<file path="src/sv/tts_pkg.sv">
package tts_pkg;

    // Result list sizing
    localparam int MAX_RESULTS = 7;
    localparam int CNT_W       = 3;

    // UTF-8 hold buffer sizing
    localparam int HELD_DEPTH  = 3;
    localparam int HELD_CNT_W  = 2;
    localparam int EXP_W       = 3;

    // Byte codes
    localparam logic [7:0] ChTab      = 8'h09;
    localparam logic [7:0] ChNewline  = 8'h0A;
    localparam logic [7:0] ChEsc      = 8'h1B;
    localparam logic [7:0] ChSpace    = 8'h20;
    localparam logic [7:0] ChQuest    = 8'h3F;
    localparam logic [7:0] ChAt       = 8'h40;
    localparam logic [7:0] ChLbracket = 8'h5B;
    localparam logic [7:0] ChTilde    = 8'h7E;
    localparam logic [7:0] ChDel      = 8'h7F;
    localparam logic [7:0] ContMask   = 8'hC0;
    localparam logic [7:0] ContCode   = 8'h80;

    // Escape tracking
    typedef enum logic [2:0] {
        ESC_NORMAL = 3'b001,
        ESC_AFTER  = 3'b010,
        ESC_CSI    = 3'b100
    } esc_mode_t;

    typedef struct packed {
        esc_mode_t             esc;
        logic [HELD_CNT_W-1:0] held_count;
        logic [EXP_W-1:0]      exp_len;
    } dec_state_t;

    typedef struct packed {
        logic [MAX_RESULTS-1:0][7:0] bytes;
        logic [CNT_W-1:0]            count;
    } result_list_t;

    // Sequence length announced by a UTF-8 lead byte, zero for a non-lead.
    function automatic logic [EXP_W-1:0] lead_len(input logic [7:0] b);
        logic [EXP_W-1:0] n;
        n = '0;
        if (b[7:5] == 3'b110) begin
            n = EXP_W'(2);
        end
        else if (b[7:4] == 4'hE) begin
            n = EXP_W'(3);
        end
        else if (b[7:3] == 5'h1E) begin
            n = EXP_W'(4);
        end
        return n;
    endfunction

endpackage

</file>
<file path="src/sv/tts_decode.sv">
module tts_decode
    import tts_pkg::*;
#(
    parameter int TAB_WIDTH = 4
)
(
    input  dec_state_t                  st,
    input  logic [HELD_DEPTH-1:0][7:0]  held,
    input  logic [7:0]                  data_byte,
    input  logic                        end_of_text,
    output dec_state_t                  st_next,
    output logic                        wr_en,
    output logic [HELD_CNT_W-1:0]       wr_idx,
    output result_list_t                list
);

    localparam int SumW = $clog2(HELD_DEPTH + TAB_WIDTH + 1);

    logic                  pre_q;
    logic [HELD_CNT_W-1:0] pre_n;
    logic [7:0]            suf_byte;
    logic [SumW-1:0]       suf_n;
    logic [SumW-1:0]       sum;
    logic                  is_cont;
    logic [EXP_W-1:0]      lead_n;

    // Work out the next state and the result list as a prefix plus a repeated suffix
    always_comb
    begin
        st_next  = st;
        wr_en    = 1'b0;
        wr_idx   = '0;
        pre_q    = 1'b0;
        pre_n    = '0;
        suf_byte = data_byte;
        suf_n    = '0;
        lead_n   = lead_len(data_byte);
        is_cont  = (data_byte & ContMask) == ContCode;

        if (end_of_text)
        begin
            // Flush held bytes as bad and leave any escape
            pre_q              = 1'b1;
            pre_n              = st.held_count;
            st_next.held_count = '0;
            st_next.exp_len    = '0;
            st_next.esc        = ESC_NORMAL;
        end
        else if (st.held_count != '0 && is_cont)
        begin
            if ({1'b0, st.held_count} + EXP_W'(1) >= st.exp_len)
            begin
                // Sequence complete: emit held bytes then this one
                pre_n              = st.held_count;
                suf_n              = SumW'(1);
                st_next.held_count = '0;
                st_next.exp_len    = '0;
            end
            else
            begin
                // Append continuation byte
                wr_en              = 1'b1;
                wr_idx             = st.held_count;
                st_next.held_count = st.held_count + HELD_CNT_W'(1);
            end
        end
        else
        begin
            // Broken sequence: held bytes go out as '?'
            if (st.held_count != '0)
            begin
                pre_q              = 1'b1;
                pre_n              = st.held_count;
                st_next.held_count = '0;
                st_next.exp_len    = '0;
            end

            // Handle the byte afresh
            case (st.esc)
                ESC_AFTER:
                begin
                    st_next.esc = (data_byte == ChLbracket) ? ESC_CSI : ESC_NORMAL;
                end
                ESC_CSI:
                begin
                    if (data_byte inside {[ChAt:ChTilde]})
                    begin
                        st_next.esc = ESC_NORMAL;
                    end
                end
                default:
                begin
                    st_next.esc = ESC_NORMAL;
                    if (data_byte == ChTab)
                    begin
                        suf_byte = ChSpace;
                        suf_n    = SumW'(TAB_WIDTH);
                    end
                    else if (data_byte == ChNewline)
                    begin
                        suf_n = SumW'(1);
                    end
                    else if (data_byte == ChEsc)
                    begin
                        st_next.esc = ESC_AFTER;
                    end
                    else if (data_byte < ChSpace || data_byte == ChDel)
                    begin
                        // drop other control bytes
                    end
                    else if (!data_byte[7])
                    begin
                        suf_n = SumW'(1);
                    end
                    else if (lead_n != '0)
                    begin
                        // Start a new UTF-8 sequence
                        wr_en              = 1'b1;
                        wr_idx             = '0;
                        st_next.held_count = HELD_CNT_W'(1);
                        st_next.exp_len    = lead_n;
                    end
                    else
                    begin
                        suf_byte = ChQuest;
                        suf_n    = SumW'(1);
                    end
                end
            endcase
        end
    end

    // Assemble the list, capped at the result limit
    always_comb
    begin
        for (int k = 0; k < MAX_RESULTS; k++)
        begin
            list.bytes[k] = suf_byte;
        end
        for (int k = 0; k < HELD_DEPTH; k++)
        begin
            if (HELD_CNT_W'(k) < pre_n)
            begin
                list.bytes[k] = pre_q ? ChQuest : held[k];
            end
        end
        sum        = SumW'(pre_n) + suf_n;
        list.count = (sum > SumW'(MAX_RESULTS)) ? CNT_W'(MAX_RESULTS) : sum[CNT_W-1:0];
    end

endmodule

</file>
<file path="src/sv/tts_emit.sv">
module tts_emit
    import tts_pkg::*;
(
    input  logic         clk,
    input  logic         rst_n,
    input  result_list_t list,
    input  logic         load,
    output logic         can_load,
    output logic         result_valid,
    input  logic         result_ready,
    output logic [7:0]   out_byte,
    output logic         last
);

    logic [MAX_RESULTS-1:0][7:0] bytes_reg;
    logic [MAX_RESULTS-1:0][7:0] bytes_next;
    logic [CNT_W-1:0]            cnt_reg;
    logic [CNT_W-1:0]            cnt_next;
    logic [CNT_W-1:0]            idx_reg;
    logic [CNT_W-1:0]            idx_next;
    logic                        take;

    // Present the current byte of the list
    assign result_valid = cnt_reg != '0;
    assign out_byte     = bytes_reg[idx_reg];
    assign last         = result_valid && (idx_reg == cnt_reg - CNT_W'(1));
    assign take         = result_valid && result_ready;
    assign can_load     = !result_valid || (take && last);

    // Load a new list or advance through the current one
    always_comb
    begin
        bytes_next = bytes_reg;
        cnt_next   = cnt_reg;
        idx_next   = idx_reg;
        if (load)
        begin
            bytes_next = list.bytes;
            cnt_next   = list.count;
            idx_next   = '0;
        end
        else if (take)
        begin
            if (last)
            begin
                cnt_next = '0;
                idx_next = '0;
            end
            else
            begin
                idx_next = idx_reg + CNT_W'(1);
            end
        end
    end

    always_ff @(posedge clk or negedge rst_n)
    begin
        if (!rst_n)
        begin
            cnt_reg <= '0;
            idx_reg <= '0;
        end
        else
        begin
            cnt_reg <= cnt_next;
            idx_reg <= idx_next;
        end
    end

    always_ff @(posedge clk)
    begin
        bytes_reg <= bytes_next;
    end

endmodule

</file>
<file path="src/sv/terminal_text_sanitizer.sv">
// Terminal text cleaner: takes one raw byte per request and delivers the cleaned bytes, one per
// result request, with last set on the final byte that an input caused. A plain text stream
// flows at one byte per clock while result_ready is high; an input that yields n bytes (a tab,
// a completed UTF-8 sequence, a flushed broken sequence), at most seven, holds the output until
// all n are taken, as the output register hands out one byte per taken result. An accepted
// input goes through the input register, then the result list register. Inputs that yield
// nothing (escape sequences, control bytes, held UTF-8 bytes, end of text with nothing held)
// never show on the output.
module terminal_text_sanitizer
    import tts_pkg::*;
#(
    parameter int TAB_WIDTH = 4
)
(
    input  logic       clk,
    input  logic       rst_n,
    input  logic       item_valid,
    output logic       item_ready,
    input  logic [7:0] data_byte,
    input  logic       end_of_text,
    output logic       result_valid,
    input  logic       result_ready,
    output logic [7:0] out_byte,
    output logic       last
);

    logic                       s1_valid_reg;
    logic                       s1_valid_next;
    logic [7:0]                 s1_byte_reg;
    logic                       s1_eot_reg;
    dec_state_t                 st_reg;
    dec_state_t                 st_next;
    logic [HELD_DEPTH-1:0][7:0] held_reg;
    logic [HELD_DEPTH-1:0][7:0] held_next;
    logic                       wr_en;
    logic [HELD_CNT_W-1:0]      wr_idx;
    result_list_t               list;
    logic                       can_load;
    logic                       s1_move;
    logic                       in_take;

    // Input register advances when the output stage can take its list
    assign s1_move    = s1_valid_reg && can_load;
    assign item_ready = !s1_valid_reg || can_load;
    assign in_take    = item_valid && item_ready;

    always_comb
    begin
        s1_valid_next = s1_valid_reg;
        if (in_take)
        begin
            s1_valid_next = 1'b1;
        end
        else if (s1_move)
        begin
            s1_valid_next = 1'b0;
        end
    end

    always_ff @(posedge clk or negedge rst_n)
    begin
        if (!rst_n)
        begin
            s1_valid_reg <= 1'b0;
        end
        else
        begin
            s1_valid_reg <= s1_valid_next;
        end
    end

    always_ff @(posedge clk)
    begin
        if (in_take)
        begin
            s1_byte_reg <= data_byte;
            s1_eot_reg  <= end_of_text;
        end
    end

    tts_decode #(
        .TAB_WIDTH (TAB_WIDTH)
    ) u_decode (
        .st          (st_reg),
        .held        (held_reg),
        .data_byte   (s1_byte_reg),
        .end_of_text (s1_eot_reg),
        .st_next     (st_next),
        .wr_en       (wr_en),
        .wr_idx      (wr_idx),
        .list        (list)
    );

    // Commit decoder state when the item moves on
    always_ff @(posedge clk or negedge rst_n)
    begin
        if (!rst_n)
        begin
            st_reg <= '{esc: ESC_NORMAL, held_count: '0, exp_len: '0};
        end
        else if (s1_move)
        begin
            st_reg <= st_next;
        end
    end

    // Hold UTF-8 bytes of an unfinished sequence
    always_comb
    begin
        held_next = held_reg;
        for (int k = 0; k < HELD_DEPTH; k++)
        begin
            if (s1_move && wr_en && wr_idx == HELD_CNT_W'(k))
            begin
                held_next[k] = s1_byte_reg;
            end
        end
    end

    always_ff @(posedge clk)
    begin
        held_reg <= held_next;
    end

    tts_emit u_emit (
        .clk          (clk),
        .rst_n        (rst_n),
        .list         (list),
        .load         (s1_move),
        .can_load     (can_load),
        .result_valid (result_valid),
        .result_ready (result_ready),
        .out_byte     (out_byte),
        .last         (last)
    );

endmodule

</file>
<file path="config.mk">
export PLATFORM = sky130hd
export DESIGN_NAME = terminal_text_sanitizer
export DESIGN_NICKNAME = d
export VERILOG_FILES = /design/src/sv/tts_pkg.sv /design/src/sv/tts_decode.sv /design/src/sv/tts_emit.sv /design/src/sv/terminal_text_sanitizer.sv
export SDC_FILE = /design/constraint.sdc
export NUM_CORES = 1
export LEC_CHECK = 0
export BUFFER_PORTS_ARGS = -buffer_cell sky130_fd_sc_hd__clkbuf_2
export CORE_ASPECT_RATIO = 2
export CORE_UTILIZATION = 40
export DETAILED_ROUTE_END_ITERATION = 7
export PLACE_DENSITY_LB_ADDON = 0.05
export SLEW_MARGIN = 20
export SYNTH_ARGS = -nofsm -noshare
export SYNTH_HDL_FRONTEND = slang
export SYNTH_HIERARCHICAL = 1
export SYNTH_SLANG_ARGS = --single-unit
</file>
<file path="constraint.sdc">
create_clock -name clk -period 11.72 [get_ports clk]
set_clock_uncertainty 0.1 [all_clocks]
set_input_delay 1.758 -clock clk [delete_from_list [all_inputs] [get_ports clk]]
set_output_delay 1.758 -clock clk [all_outputs]
set_load 0.01 [all_outputs]
</file>
==> flow_summary.ini <==
[setup_path]
cp.arrival_ns = 2.52
cp_common_cell = ha_1
critical-path-max-stage-delay_ns = 0.43
cp.buffers_inverters = 2
crit_fanout = 3
cp.required_ns = 9.86
reg2reg_depth = 8
slowest_stage = dfrtp_1
worst_path_dominant_cell_family = adder cells
path_class = reg2out
worst_setup_path_start_kind = register
endpoint_kind = output pin
cp.depth = 8
path_cells = inv_1 > ha_1 > ha_1 > xnor2_1 > nor3_2 > a21o_1 > or2b_1 > clkbuf_2

[clocking]
cts.sinks = 104
clkLatencyLatePin_ns = 0.34
hold_buffers = 0
clk_path_buf_depth = 2
h-tree-depth = 3
cts_made_buffers = 9
postCtsSetupBuffers = 0
post_cts_resized = 0
cts_tree = yes
clk_pin_slew_ns = 0.07
cts-root-buf = clkbuf_16

[detailed_routing]
drt_iter0_markers = 183
wl_per_cell_um = 17.7
routed_wl_mm = 9.68
detail-route-antenna-nets = 0
drc = 2
routed-via-count = 2912
viasPerCell = 5.31
firstDrtPassIters = 6

[synth]
syn_inst = 398
synth_nets = 422
synth_area_um2 = 5390
synthFlopType = edfxtp_1
synth_edf_count = 89
yosysUniqueCellTypes = 65
yosys.area_share.simple_pct = 10.8
ys_warn_count = 6
async_reset_ff_share_pct = 14.4
synth_mux_area_share_pct = 12.4
synth_top_area_share_pct = 49.6
synth-xor-area-share_pct = 1.51
syn_avg_cell_area_um2 = 13.5
synth_top_family_by_area = multiplexers
yosysTopAreaCell = edfxtp_1
ys_seq_area_share_pct = 56.6
synth_compound_area_share_pct = 8.99
yosys-top-cells-area = edfxtp_1 50%, dfrtp_1 6.5%, mux2i_1 6.5%, buf_4 3.9%, mux4_1 3.4%
synth_seq_cells = 104
synth_adder_area_share_pct = 2.55

[timing]
setup_viol = 0
tightest_slew_ns = 0.986
relSlewSlack_pct = 34.1
fin_crit_ns = 4.38
slew_violations = 0
grt_setup_unrepaired = false
fmax_mhz = 228
fin_tns_setup_ns = 0
min_period_over_period_pct = 37.4
finalHoldViolCount = 0

[run]
drv_cap = 0

[die]
die-area_um2 = 14000
die_w_um = 84.1
ios = 24
initial_core_util_pct = 41.2
die_h_um = 166
core_region_area_um2 = 13100
fp-row-count = 59

[pwr]
netSwitchingFraction_pct = 32.3
comb_power_share_pct = 29.3
leakage_nw = 2.12
p_int_uw = 808
seqPwrFrac_pct = 47.3
pwr-share-clk_pct = 23.4
power_density_nw_per_um2 = 209
irDropWorstVdd_uv = 87.8
power_switching_uw = 386

[global_route]
antenna_found_initial = 0
overflow = 0
grt_max_degree = 68
grt_first_pass_wirelength_mm = 15.5
globalRouteTotalUtil_pct = 14.6
grt_pass1_vias = 2968

[finish]
antenna_cells = 0
mostFrequentLayoutCells = 89 x edfxtp_1, 42 x nor2_1, 35 x mux2i_1, 23 x clkbuf_2, 21 x inv_1
finish.instance_area_um2 = 5700
synthToLayoutAreaGrowth_pct = 5.85
drive_above_1_share_pct = 18.7
largest_reg_flops = 56
mostFrequentLayoutCell = edfxtp_1
final_nets = 416

[outcome]
violations = design-rule violations
status = complete, but fails checks

[placement]
io_buffers = 23
dp_hpwl_mm = 7.01
postPlaceCellArea_um2 = 5430
place.gp.congestion = 0.762

[worst_hold_path]
hold_depth = 1
hp-class = reg2reg
## cells by family after synthesis
kind of cell               Yosys count
and+or+nand+nor                    103
muxes                               51
adders and majority gates           11
xor gates and xnor gates             5
buffers and inverters               66
DFF                                104
AOI/OAI and AO/OA                   58
## cell usage after synthesis (2+ instances only)
library cell	n
inv_1	22
a2bb2oi_1	8
o21ai_2	2
a32oi_1	2
edfxtp_1	89
nor3_1	3
clkbuf_1	5
nand4_1	3
nor4_1	3
buf_6	3
o21ai_0	6
a21o_1	2
nand2b_1	5
mux2_4	6
nand2_1	18
nor4b_4	2
mux4_1	7
ha_1	11
a221o_1	2
buf_2	8
nor2_1	42
a21oi_1	16
o32ai_1	2
nand3b_1	3
mux2i_1	35
dfrtp_1	14
and2_1	2
buf_4	28
nor2b_1	4
mux2_2	2
o31ai_1	4
nand3_1	2
xnor2_1	2
xnor2_4	2
nand4b_1	3
## worst paths after layout
check / endpoint / from / slack, ns
min: st_reg[2] / st_reg[2] / 0.43
min in group asynchronous: st_reg[7] / rst_n / 1.24
max reg2reg: held_reg[4] / st_reg[4] / 8.16
max in group asynchronous: st_reg[5] / rst_n / 9.95
max: item_ready / u_emit/cnt_reg[0] / 7.34
min reg2reg: st_reg[2] / st_reg[2] / 0.43
## worst register-to-register path: cells and delay by family (launching register included)
family          cells  cell delay [ns]
compound gates      3             0.87
fa+ha+maj           2             0.56
buf+inv             1             0.22
flops               1             0.44
simple gates        2             0.99
## final cells by class
cell class                 count  area (µm²)
fill                        1185        7360
sequential                   104        3050
multi-input combinational    228        1960
clock buffer                   9         225
tap                          152         190
timing repair buffer          27         145
inverter                      22        82.6
clock inverter                 6        52.6
## power groups by stage
stage | clock [mW] | combinational [mW] | sequential (mW)
finish | 0.279 | 0.350 | 0.565
CTS | 0.289 | 0.359 | 0.567
floorplan | 0 | 0.316 | 0.554
detailed placement | 0 | 0.357 | 0.575
global placement | 0 | 0.350 | 0.571
global route | 0.302 | 0.390 | 0.575
## per-layer routing
metal	up-vias	part of all wire, %	GRT usage, %
met5	-	0	0
li1	1459	-	-
met3	10	1.8	1.94
met4	0	1.4	6.67
met1	1398	39	15.3
met2	45	58	28.3
## through the flow
step                cells  hold slack [ns]  power, mW  setup slack, ns  utilization (%)
finish                548            0.434       1.19             7.34             43.6
global route          548            0.462       1.27             7.22             43.6
detailed placement    533            0.423      0.932             7.44             41.5
global placement      533            0.419      0.920             7.44             41.5
CTS                   548            0.439       1.22             7.31             43.6
floorplan             398            0.358      0.870             7.68                -
(Power assumes the default switching activity.)
